`src/hdl/bcc_pkg.sv`:
```
// Shared constants, types and arithmetic helpers of the band clearance checker.
`timescale 1ns / 1ps
`default_nettype none

package bcc_pkg;

  // Number of horizontal bands when the top level is not told otherwise.
  localparam int unsigned BAND_COUNT_DEF = 4;

  // Field and register widths.
  localparam int unsigned DIM_W      = 12;
  localparam int unsigned PIX_W      = 8;
  localparam int unsigned PERMILLE_W = 10;
  localparam int unsigned CLEAR_W    = 3;
  localparam int unsigned DARK_W     = 24;
  localparam int unsigned ADDR_W     = 4;
  localparam int unsigned DATA_W     = 32;
  localparam int unsigned PROD_W     = 2 * DIM_W;
  localparam int unsigned CMP_W      = 34;

  // Dark count saturation value and the per-mille scale of the band test.
  localparam logic [DARK_W-1:0]     DARK_MAX    = '1;
  localparam logic [PERMILLE_W-1:0] PERMILLE_ONE = 10'd1000;

  // Register values after reset.
  localparam logic [DIM_W-1:0]      RST_FRAME_WIDTH   = 12'd640;
  localparam logic [DIM_W-1:0]      RST_FRAME_HEIGHT  = 12'd480;
  localparam logic [PIX_W-1:0]      RST_DARK_LEVEL    = 8'd60;
  localparam logic [PERMILLE_W-1:0] RST_DARK_PERMILLE = 10'd50;

  // Register map, one 32-bit word per register.
  typedef enum logic [1:0] {
    REG_FRAME_WIDTH   = 2'd0,
    REG_FRAME_HEIGHT  = 2'd1,
    REG_DARK_LEVEL    = 2'd2,
    REG_DARK_PERMILLE = 2'd3
  } reg_idx_e;

  // Live configuration as the pixel datapath sees it.
  typedef struct packed {
    logic [DIM_W-1:0]      frame_width;
    logic [DIM_W-1:0]      frame_height;
    logic [PIX_W-1:0]      dark_level;
    logic [PERMILLE_W-1:0] dark_permille;
    logic [DIM_W-1:0]      band_rows;
  } cfg_t;

  // Kinds of event that one pixel can hand to the verdict pipeline.
  typedef struct packed {
    logic frame_begin;
    logic verdict;
    logic result;
  } ev_ctl_t;

  // Operands of a band verdict.
  typedef struct packed {
    logic [DARK_W-1:0]     dark;
    logic [DIM_W-1:0]      win_width;
    logic [DIM_W-1:0]      band_rows;
    logic [PERMILLE_W-1:0] permille;
  } ev_data_t;

  // One result item.
  typedef struct packed {
    logic               go_forward;
    logic [CLEAR_W-1:0] clear_bands;
  } res_t;

  // floor(x / 10) by reciprocal multiplication, exact for every 12-bit x.
  function automatic logic [DIM_W-1:0] div_by_ten(input logic [DIM_W-1:0] x);
    logic [27:0] p;
    p = 28'(x) * 28'd52429;
    return {3'b000, p[27:19]};
  endfunction

  // floor(w * 4 / 5), exact for every 12-bit w; the result fits in 12 bits.
  function automatic logic [DIM_W-1:0] shrink_width(input logic [DIM_W-1:0] w);
    logic [29:0] p;
    p = 30'({w, 2'b00}) * 30'd52429;
    return p[29:18];
  endfunction

endpackage

`default_nettype wire

```
`src/hdl/bcc_regs.sv`:
```
// Configuration registers, APB access and the band geometry derived from them.
`timescale 1ns / 1ps
`default_nettype none

module bcc_regs #(
  parameter int unsigned BAND_COUNT = bcc_pkg::BAND_COUNT_DEF
) (
  input  logic                                clk_i,
  input  logic                                rst_ni,
  input  logic                                psel,
  input  logic                                penable,
  input  logic                                pwrite,
  input  logic [bcc_pkg::ADDR_W-1:0]          paddr,
  input  logic [bcc_pkg::DATA_W-1:0]          pwdata,
  output logic [bcc_pkg::DATA_W-1:0]          prdata,
  output logic                                pready,
  output bcc_pkg::cfg_t                       cfg_o,
  output logic [bcc_pkg::DIM_W-1:0]           win_left_o  [BAND_COUNT],
  output logic [bcc_pkg::DIM_W-1:0]           win_width_o [BAND_COUNT],
  output logic [bcc_pkg::DIM_W-1:0]           band_end_o  [BAND_COUNT]
);

  localparam int unsigned DIM_W = bcc_pkg::DIM_W;
  // Reciprocal of the band count, rounded up, scaled by 2^20.
  localparam logic [19:0] BR_RECIP = 20'(((1 << 20) + BAND_COUNT - 1) / BAND_COUNT);

  bcc_pkg::reg_idx_e                  reg_idx;
  logic                               wr_en;
  logic [DIM_W-1:0]                   frame_width_q;
  logic [DIM_W-1:0]                   frame_height_q;
  logic [bcc_pkg::PIX_W-1:0]          dark_level_q;
  logic [bcc_pkg::PERMILLE_W-1:0]     dark_permille_q;
  logic [DIM_W-1:0]                   width_src;
  logic [DIM_W-1:0]                   height_src;
  logic [31:0]                        rows_prod;
  logic [DIM_W-1:0]                   band_rows_d;
  logic [DIM_W-1:0]                   band_rows_q;
  logic [DIM_W-1:0]                   win_left_d  [BAND_COUNT];
  logic [DIM_W-1:0]                   win_width_d [BAND_COUNT];
  logic [DIM_W-1:0]                   win_left_q  [BAND_COUNT];
  logic [DIM_W-1:0]                   win_width_q [BAND_COUNT];

  assign reg_idx = bcc_pkg::reg_idx_e'(paddr[bcc_pkg::ADDR_W-1:2]);
  assign wr_en   = psel && penable && pwrite;
  assign pready  = 1'b1;

  // Register writes.
  always_ff @(posedge clk_i or negedge rst_ni) begin
    if (!rst_ni) begin
      frame_width_q   <= bcc_pkg::RST_FRAME_WIDTH;
      frame_height_q  <= bcc_pkg::RST_FRAME_HEIGHT;
      dark_level_q    <= bcc_pkg::RST_DARK_LEVEL;
      dark_permille_q <= bcc_pkg::RST_DARK_PERMILLE;
    end else if (wr_en) begin
      case (reg_idx)
        bcc_pkg::REG_FRAME_WIDTH:   frame_width_q   <= pwdata[DIM_W-1:0];
        bcc_pkg::REG_FRAME_HEIGHT:  frame_height_q  <= pwdata[DIM_W-1:0];
        bcc_pkg::REG_DARK_LEVEL:    dark_level_q    <= pwdata[bcc_pkg::PIX_W-1:0];
        bcc_pkg::REG_DARK_PERMILLE: dark_permille_q <= pwdata[bcc_pkg::PERMILLE_W-1:0];
        default: ;
      endcase
    end
  end

  // Read mux.
  always_comb begin
    case (reg_idx)
      bcc_pkg::REG_FRAME_WIDTH:   prdata = 32'(frame_width_q);
      bcc_pkg::REG_FRAME_HEIGHT:  prdata = 32'(frame_height_q);
      bcc_pkg::REG_DARK_LEVEL:    prdata = 32'(dark_level_q);
      bcc_pkg::REG_DARK_PERMILLE: prdata = 32'(dark_permille_q);
      default:                    prdata = '0;
    endcase
  end

  // The geometry follows the value being written so that it is current on
  // the same edge as the register itself.
  assign width_src  = (wr_en && reg_idx == bcc_pkg::REG_FRAME_WIDTH) ?
                      pwdata[DIM_W-1:0] : frame_width_q;
  assign height_src = (wr_en && reg_idx == bcc_pkg::REG_FRAME_HEIGHT) ?
                      pwdata[DIM_W-1:0] : frame_height_q;

  // Rows per band: the rounded-up reciprocal is exact for 12-bit heights.
  assign rows_prod   = 32'(height_src) * 32'(BR_RECIP);
  assign band_rows_d = rows_prod[31:20];

  // Band windows: each band above the bottom one shrinks toward the center.
  always_comb begin
    win_left_d[0]  = '0;
    win_width_d[0] = width_src;
    for (int k = 1; k < BAND_COUNT; k++) begin
      win_left_d[k]  = win_left_d[k-1] + bcc_pkg::div_by_ten(win_width_d[k-1]);
      win_width_d[k] = bcc_pkg::shrink_width(win_width_d[k-1]);
    end
  end

  // Derived values reload every cycle from the registers.
  always_ff @(posedge clk_i) begin
    band_rows_q <= band_rows_d;
    win_left_q  <= win_left_d;
    win_width_q <= win_width_d;
  end

  // First row past the end of each band, counted from the top of the frame.
  always_comb begin
    for (int j = 0; j < BAND_COUNT; j++) begin
      band_end_o[j] = DIM_W'(band_rows_q * (j + 1));
    end
  end

  assign win_left_o  = win_left_q;
  assign win_width_o = win_width_q;

  assign cfg_o.frame_width   = frame_width_q;
  assign cfg_o.frame_height  = frame_height_q;
  assign cfg_o.dark_level    = dark_level_q;
  assign cfg_o.dark_permille = dark_permille_q;
  assign cfg_o.band_rows     = band_rows_q;

endmodule

`default_nettype wire

```
`config.mk`:
```
export PLATFORM = sky130hd
export DESIGN_NAME = bcc_regs
export DESIGN_NICKNAME = d
export VERILOG_FILES = /design/src/hdl/bcc_pkg.sv /design/src/hdl/bcc_regs.sv
export SDC_FILE = /design/constraint.sdc
export NUM_CORES = 1
export LEC_CHECK = 0
export ABC_CLOCK_PERIOD_IN_PS = 43500
export BUFFER_PORTS_ARGS = -buffer_cell sky130_fd_sc_hd__buf_2
export CAP_MARGIN = 20
export CORE_MARGIN = 2
export CORE_UTILIZATION = 45
export CTS_CLUSTER_DIAMETER = 50
export DETAILED_ROUTE_END_ITERATION = 7
export PLACE_DENSITY = 0.73
export SYNTH_ARGS = -nofsm -noshare
export SYNTH_HDL_FRONTEND = slang
export SYNTH_SLANG_ARGS = --single-unit
```
`constraint.sdc`:
```
create_clock -name clk_i -period 43.5 [get_ports clk_i]
set_clock_uncertainty 0.15 [all_clocks]
set_input_delay 8.7 -clock clk_i [delete_from_list [all_inputs] [get_ports clk_i]]
set_output_delay 8.7 -clock clk_i [all_outputs]
set_load 0.05 [all_outputs]
```
==> flow_summary.json, run 1 <==
{
  "status": "finished clean",
  "drt_first_pass_iters": 5,
  "numClockSinks": 121,
  "drv_slew": 0,
  "ys_seq_area_share_pct": 20.2,
  "synth_edf_count": 0,
  "dieArea_mm2": 0.0306,
  "antenna_found_initial": 0,
  "core_area_mm2": 0.0287,
  "cts_tree": "done",
  "ios": 272,
  "setup_viol": 0,
  "crit_buf_inv": 11,
  "avgSynthCellArea_um2": 10.3,
  "critical_path_required_ps": 43710,
  "wl_per_cell_um": 15.9,
  "hold_violations": 0,
  "synthTopCellsByArea": "ha_1 24%, fa_1 20%, dfxtp_1 12%",
  "worstMarginPinSlew_ps": 1020,
  "tns_ps": 0,
  "max_stage_delay_ps": 690,
  "multi_input_area_mm2": 0.00892,
  "hold_buffers": 0,
  "synth_warnings": 0,
  "layout-drive-gt1-share_pct": 21.6,
  "ctsRootBufferMaster": "clkbuf_16",
  "dieWidth_um": 175,
  "mappedNetlistArea_mm2": 0.0131,
  "min_path_type": "register to register",
  "track_usage_pct": 19.9,
  "min_period_ps": 26410,
  "rows": 62,
  "reg2reg_slack_ps": 25880,
  "dp_slack_ps": 16730,
  "synth_top_area_cell": "ha_1",
  "ys_ff_latch": 121,
  "critPathArrivalTime_ps": 26620,
  "final_util_pct": 51.2,
  "path_class": "primary input to register",
  "critical_path.max_fanout": 16,
  "grt_pass1_vias": 9389,
  "worst_slack_ps": 17090,
  "clk_latency_ps": 430,
  "grt_max_degree": 43,
  "synth_ff_type": "dfxtp_1",
  "h-tree-depth": 4,
  "end_kind": "register",
  "rsz0062_at_grt": "no",
  "fmax_mhz": 37.9,
  "grt-ovfl-total": 0,
  "cts_resized": 0,
  "drcViolationCount": 0,
  "vias_per_cell": 4.97,
  "synth_cell_type_count": 65,
  "die_h_um": 175,
  "netlist.area_leader.share_pct": 23.8,
  "syn-instance-count": 1273,
  "crit_top_cell": "fa_1",
  "regArea_mm2": 0.00265,
  "maxSlewHeadroom_pct": 31.6,
  "cp_slowest_cell": "xnor2_1",
  "drt_wl_total_um": 29300,
  "ys_async_sr_fraction_pct": 34.7,
  "ant_nets": 0,
  "postCtsSetupBuffers": 0,
  "drt_iter0_drc": 427,
  "startpoint_type": "primary input",
  "port_buffers": 202,
  "nFillCells": 2560,
  "path_clk_slew_ps": 60,
  "start_util_pct": 45.7,
  "finalNetCount": 1866,
  "grt_first_pass_wirelength_um": 47900,
  "hpwl_um": 24800,
  "max-cap-violations": 0,
  "area_growth_pct": 11.9,
  "critical-path-top-delay-family": "adder cells",
  "num_vias": 9165,
  "post-route-period-util_pct": 60.7,
  "place.gp.congestion": 0.882,
  "clk_path_buf_depth": 2,
  "diodes": 0,
  "cts_buffers": 17
}
==> sequential cells by signal, indices dropped and copies added, names as in the netlist <==
register         flops
frame_height_q      12
frame_width_q       12
dark_permille_q     10
dark_level_q         8
band_rows_q         10
win_width_o         47
win_left_o          22
==> cells in the final DEF (no fill, tap or decap), drive strengths merged, types with 3 or more instances in the layout <==
cell	n
mux2	42
xor2	25
mux4	8
a31oi	9
a21o	28
a21oi	31
clkbuf	19
a211oi	10
mux2i	10
nand2	18
dfstp	13
dfrtp	29
o21bai	10
fa	129
ha	250
nor3	9
clkinv	10
or2	3
and2	10
o21a	4
nand3	10
dfxtp	79
inv	279
nand4	7
xnor2	50
conb	47
nor4	5
o211ai	3
buf	204
nand2b	5
nor2b	9
and3	3
nor2	36
o21ai	22
==> cell type report <==
cell class / instances / area share [%]
Multi-Input combinational cell: 823 / 60.7
Inverter: 278 / 7.11
Sequential cell: 121 / 18.0
Timing Repair Buffer: 205 / 7.08
Clock inverter: 14 / 0.843
Tap cell: 384 / 3.27
Clock buffer: 18 / 2.99
==> path summary, 6_finish.rpt <==
kind,startpoint,to,cells past startpoint
max reg2reg,frame_width_q[3],win_left_o[9],61
max,paddr[3],win_left_o[9],65
min in group asynchronous,rst_ni,dark_level_q[7],1
max in group asynchronous,rst_ni,frame_width_q[3],1
min reg2reg,dark_level_q[6],dark_level_q[6],1
min,dark_level_q[6],dark_level_q[6],1
==> metal layers <==
layer	GRT usage [%]	wire length, um
met4	7.88	979
met2	35.0	15000
met5	0	0
met1	24.0	11800
met3	3.48	1480
==> per-stage QoR <==
step | hold slack, ps | cell area [um2] | cells
6_report | 377 | 14700 | 1843
3_3_place_gp | 352 | 14100 | 1810
5_1_grt | 397 | 14700 | 1843
2_1_floorplan | 581 | 13300 | 1318
4_1_cts | 382 | 14700 | 1842
3_5_place_dp | 370 | 14100 | 1810
==> cells in the mapped netlist, types with 18 or more instances <==
| cell type | number |
|---|---|
| dfxtp_1 | 79 |
| dfrtp_1 | 29 |
| inv_1 | 276 |
| o21ai_0 | 18 |
| a21oi_1 | 30 |
| mux2_2 | 42 |
| ha_1 | 250 |
| fa_1 | 129 |
| nand2_1 | 18 |
| xnor2_1 | 48 |
| xor2_1 | 25 |
| a21o_1 | 28 |
| nor2_1 | 36 |
| buf_4 | 87 |
==> cell families after synthesis <==
| family | Yosys count | share of synthesized area [%] |
|---|---|---|
| other | 2 | 0.0572 |
| AND/OR/NAND/NOR | 121 | 4.65 |
| adder cells (fa/ha/maj) | 380 | 43.6 |
| AO/OA/AOI/OAI | 140 | 7.51 |
| multiplexers | 60 | 5.74 |
| XOR/XNOR | 75 | 5.12 |
| buffers and inverters | 374 | 13.2 |
| flip-flops | 121 | 20.2 |
Power of run 1 is not shown: default switching activity piles up to over one toggle a cycle in this logic, so the estimate is an artifact.
==> run 2, diff against run 1 <==
ABC_AREA = 1   (was unset)
ABC_CLOCK_PERIOD_IN_PS = 21700   (was 43500)
PLACE_DENSITY = 0.75   (was 0.73)
clock period = 21.7 ns   (was 43.5 ns; I/O delays follow)
==> run 2 against run 1 <==
  * Count of clock-buffer cells in the layout unchanged
  * Synthesized cell count is 36% higher
  * Hold slack got worse by 22 ps
  * Final cell count grew 26%
  * Flip-flop and latch count unchanged
  * Register-to-register slack worse by 20000 ps
  * Via count increased by 25%
  * Global-route usage grew 2.0 points
  * First-iteration DRC count grew 39%
  * Critical path depth up 2
  * Die area rose by 8.7%
  * Routed wire length rose by 21%
  * Critical endpoint unchanged
==> flow_summary.json, run 2 <==
{
  "status": "finished clean",
  "track_usage_pct": 21.8,
  "antenna_found_initial": 1,
  "synth_warnings": 0,
  "clk_latency_ps": 430,
  "path_clk_slew_ps": 60,
  "dieArea_mm2": 0.0332,
  "grt_pass1_vias": 11600,
  "hold_violations": 0,
  "crit_buf_inv": 15,
  "grt_max_degree": 43,
  "mappedNetlistArea_mm2": 0.0143,
  "ant_nets": 0,
  "use_met2_pct": 38.7,
  "port_buffers": 202,
  "largest_reg_flops": 47,
  "synth_compound_area_share_pct": 7.75,
  "cts_tree": "done",
  "netlist.area_leader.share_pct": 21.9,
  "synth.mux.area_fraction_pct": 0.0788,
  "grt_busiest_layer": "met2",
  "cts_resized": 0,
  "cts_buffers": 17,
  "ys_seq_area_share_pct": 18.5,
  "h-tree-depth": 4,
  "min_path_type": "register to register",
  "diodes": 0,
  "post-route-period-util_pct": 92.5,
  "vias_per_cell": 4.92,
  "ys_ff_latch": 121,
  "numClockSinks": 121,
  "layout-drive-gt1-share_pct": 16.6,
  "synthAdderAreaFrac_pct": 39.9,
  "synth_cell_type_count": 52,
  "place.gp.congestion": 0.915,
  "drt_first_pass_iters": 7,
  "fin_cells": 2324,
  "startpoint_type": "primary input",
  "end_kind": "register",
  "synth_top_area_cell": "ha_1",
  "hpwl_um": 30100,
  "clk_path_buf_depth": 2,
  "final_cell_mix": "417 x inv_1, 311 x nand2_1, 250 x ha_1, 202 x buf_2, 129 x fa_1",
  "grt_first_pass_wirelength_um": 57300,
  "synth.most_common_cell": "inv_1",
  "core_area_mm2": 0.0314,
  "synth.top_cells.by_count": "417 x inv_1, 311 x nand2_1, 250 x ha_1",
  "grt.met1_usage_pct": 25.7,
  "avgSynthCellArea_um2": 8.28,
  "num_vias": 11400,
  "critical-path-top-delay-family": "adder cells",
  "critical_path.max_fanout": 25,
  "dieWidth_um": 182,
  "critPathArrivalTime_ps": 20240,
  "layout_commonest_cell": "inv_1",
  "setup_viol": 0,
  "nFillCells": 2901,
  "postCtsSetupBuffers": 0,
  "synth-xor-area-share_pct": 3.48,
  "synthTopCellsByArea": "ha_1 22%, fa_1 18%, dfxtp_1 11%",
  "drt_iter0_drc": 592,
  "min_period_ps": 20060,
  "area_growth_pct": 12.0,
  "path_class": "primary input to register",
  "finalNetCount": 2329,
  "fmax_mhz": 49.8,
  "post-place-cells": 2292,
  "drt_wl_total_um": 35300,
  "ios": 272,
  "synth_top_family_by_area": "adder cells",
  "cp_slowest_cell": "fa_1",
  "tns_ps": 0,
  "rows": 65,
  "rsz0062_at_grt": "no",
  "max-cap-violations": 0,
  "max_stage_delay_ps": 610,
  "syn-instance-count": 1727,
  "worstMarginPinSlew_ps": 930,
  "hold_buffers": 0,
  "wl_per_cell_um": 15.2,
  "synth_edf_count": 0,
  "grt-ovfl-total": 0,
  "critical_path_required_ps": 21870,
  "drv_slew": 0,
  "start_util_pct": 45.5,
  "yosys.area_share.simple_pct": 14.4,
  "crit_top_cell": "inv_1",
  "ctsRootBufferMaster": "clkbuf_16",
  "use_met3_pct": 4.21,
  "drcViolationCount": 0,
  "die_h_um": 182,
  "synth_ff_type": "dfxtp_1",
  "ys_async_sr_fraction_pct": 34.7,
  "maxSlewHeadroom_pct": 38.0
}
## run 2: cell types whose count changed in the layout (fill, tap and decap cells not counted), sizes merged, moves of 9 or more
cell    previous run  this run
xor2              25        37
xnor2             50        19
mux2              42         1
a211oi            10         1
nor2b              9         0
mux2i             10         0
buf              204       214
a21oi             31        76
o21ai             22        61
inv              279       421
nand2             18       333
a21o              28         4
nor2              36        70
nand3             10        36
## run 2: cells by family (layout without fill, tap and decap cells)
family,count (synthesis),in the layout
compound gates,186,186
xor+xnor,56,56
fa+ha+maj,379,379
buf+inv,515,665
flops,121,121
mux,1,1
other cells,2,47
simple gates,467,467
## run 2: stage by stage
step | area [um2] | utilization (%) | setup slack, ps | hold WS, ps
3_3_place_gp | 15400 | 49.0 | 1440 | 336
4_1_cts | 16000 | 51.0 | 1660 | 354
2_1_floorplan | 14500 | - | 3300 | 458
5_1_grt | 16000 | 51.0 | 648 | 372
6_report | 16000 | 51.0 | 1640 | 354
3_5_place_dp | 15400 | 49.0 | 1270 | 346
## run 2: worst min-delay path: cells and delay by family (launching register included)
family,cells,cell delay [ps]
flip-flops,1,370
AO/OA/AOI/OAI,1,70
AND/OR/NAND/NOR,1,50
## run 2: worst paths after layout
kind / end / depth (start not counted) / startpoint / slack [ps]
worst max-delay path: win_left_o[9] / 67 / pwrite / 1640
worst min-delay path: dark_permille_q[4] / 2 / dark_permille_q[4] / 350
worst max register to register: win_left_o[9] / 66 / frame_width_q[6] / 5880
worst min register to register: dark_permille_q[4] / 2 / dark_permille_q[4] / 350
max in group asynchronous: frame_height_q[2] / 1 / rst_ni / 16920
min in group asynchronous: frame_width_q[3] / 1 / rst_ni / 3900
## run 2: area by class of cell
| class | count | area (um2) | share of cell area (%) |
|---|---|---|---|
| Tap cell | 402 | 503 | 3.14 |
| Multi-Input combinational cell | 1136 | 9560 | 59.7 |
| Sequential cell | 121 | 2650 | 16.5 |
| Clock inverter | 14 | 196 | 1.23 |
| Inverter | 419 | 1570 | 9.82 |
| Timing Repair Buffer | 214 | 1100 | 6.87 |
| Clock buffer | 18 | 439 | 2.74 |
## run 2: routing by layer
layer  vias up  wire length [um]
met5         -                 0
met4         0              1240
met3        72              2010
met2       392             17700
met1      5371             14400
li1       5590                 -
Power of run 2 is left out for the same reason.
==> run 3, diff against run 2 <==
CTS_BUF_LIST = sky130_fd_sc_hd__clkbuf_4   (was unset)
==> run 3 against run 2 <==
  * First-iteration DRC count shrank 11%
  * Sequential share of layout area grew 0.32 points
  * Core utilization shrank 0.96 points
  * Hold slack gained 6.1 ps
  * Non-clock buffer count is the same
  * Final area shrank 1.9%
  * Via count shrank 0.54%
  * Routed wire length shrank 1.2%
  * Count of clock-buffer cells in the layout shrank 1
  * Flip-flop and latch count is the same
  * Highest routed layer unchanged
  * Fmax grew 0.93%
  * Critical endpoint unchanged
==> flow_summary.json, run 3 (synthesized netlist as in run 2, its figures left out) <==
{
  "status": "finished clean",
  "setup_viol": 0,
  "grt-ovfl-total": 0,
  "holdCritStartpoint": "dark_permille_q[4]",
  "rows": 65,
  "grt_pass1_vias": 11400,
  "layout-drive-gt1-share_pct": 16.6,
  "ctsRootBufferMaster": "clkbuf_4",
  "wl_per_cell_um": 15.0,
  "hold_violations": 0,
  "port_buffers": 202,
  "ios": 272,
  "drt_first_pass_iters": 6,
  "cp_slowest_cell": "fa_1",
  "hpwl_um": 30100,
  "clk_latency_ps": 580,
  "startpoint_type": "primary input",
  "worstMarginPinSlew_ps": 926,
  "crit_start": "pwrite",
  "drt_iter0_drc": 524,
  "hold_buffers": 0,
  "crit_buf_inv": 15,
  "antenna_found_initial": 3,
  "path_class": "primary input to register",
  "area_growth_pct": 9.92,
  "ant_nets": 0,
  "r2r-start": "frame_width_q[6]",
  "cts_tree": "done",
  "max_stage_delay_ps": 610,
  "final_cell_mix": "417 x inv_1, 311 x nand2_1, 250 x ha_1, 202 x buf_2, 129 x fa_1",
  "dieArea_mm2": 0.0332,
  "start_util_pct": 45.5,
  "cts_buffers": 17,
  "vias_per_cell": 4.89,
  "h-tree-depth": 4,
  "critical-path-top-delay-family": "adder cells",
  "dieWidth_um": 182,
  "die_h_um": 182,
  "largest_reg_flops": 47,
  "max-cap-violations": 0,
  "critical_path.max_fanout": 25,
  "grt_first_pass_wirelength_um": 57000,
  "min_path_type": "register to register",
  "multi_input_area_mm2": 0.00956,
  "nFillCells": 2957,
  "drt_wl_total_um": 34900,
  "drv_slew": 0,
  "post-route-period-util_pct": 91.6,
  "place.gp.congestion": 0.915,
  "finalNetCount": 2329,
  "maxSlewHeadroom_pct": 37.8,
  "critical_path_required_ps": 22020,
  "grt_max_degree": 43,
  "end_kind": "register",
  "track_usage_pct": 21.7,
  "regArea_mm2": 0.00265,
  "numClockSinks": 121,
  "rsz0062_at_grt": "no",
  "core_area_mm2": 0.0314,
  "clk_path_buf_depth": 2,
  "crit_top_cell": "inv_1",
  "layout_commonest_cell": "inv_1",
  "postCtsSetupBuffers": 0,
  "drcViolationCount": 0,
  "num_vias": 11400,
  "path_clk_slew_ps": 110,
  "fmax_mhz": 50.3,
  "critPathArrivalTime_ps": 20200,
  "min_period_ps": 19880,
  "cts_resized": 0,
  "tns_ps": 0
}
[run 3: cell count changes in the layout (fill, tap and decap cells not counted)]
cell       previous run  this run
diode_2               0         2
clkbuf_8              1         0
clkbuf_16            17         0
clkbuf_4              0        17
clkinv_1              0         1
[run 3: worst paths after layout]
kind / to / cells past startpoint / slack, ps
max: win_left_o[9] / 67 / 1820
min: dark_permille_q[4] / 2 / 360
max reg2reg: win_left_o[9] / 66 / 5890
min reg2reg: dark_permille_q[4] / 2 / 360
max in group asynchronous: frame_height_q[2] / 1 / 17080
min in group asynchronous: frame_width_q[3] / 1 / 3730
[run 3: final cells by class]
cell class / count / share of cell area [%]
multi-input combinational: 1136 / 60.8
sequential: 121 / 16.9
inverter: 419 / 10.0
timing repair buffer: 214 / 7.01
tap: 402 / 3.20
clock inverter: 15 / 1.27
clock buffer: 17 / 0.812
antenna: 2 / 0.0318
[run 3: worst min-delay path: stages, from the launching register on]
cell	delay, ps
dfstp_2	390
nand2_1	50
o21ai_0	70
[run 3: routing by layer]
| layer | global-route usage (%) | vias to the layer above | share of wire (%) |
|---|---|---|---|
| met5 | 0 | - | 0 |
| met4 | 8.84 | 0 | 3.2 |
| met3 | 3.71 | 64 | 5.5 |
| met2 | 38.1 | 367 | 50 |
| met1 | 26.3 | 5352 | 42 |
| li1 | - | 5580 | - |
[run 3: per-stage QoR]
step	worst slack (ps)	utilization (%)	instances	cell area, um2	hold WS, ps
floorplan	3300	-	1772	14500	458
global placement	1440	49.0	2292	15400	336
detailed placement	1270	49.0	2292	15400	346
CTS	1880	50.0	2324	15700	363
global route	838	50.1	2326	15700	381
finish	1820	50.1	2326	15700	361
Power of run 3 is left out for the same reason.
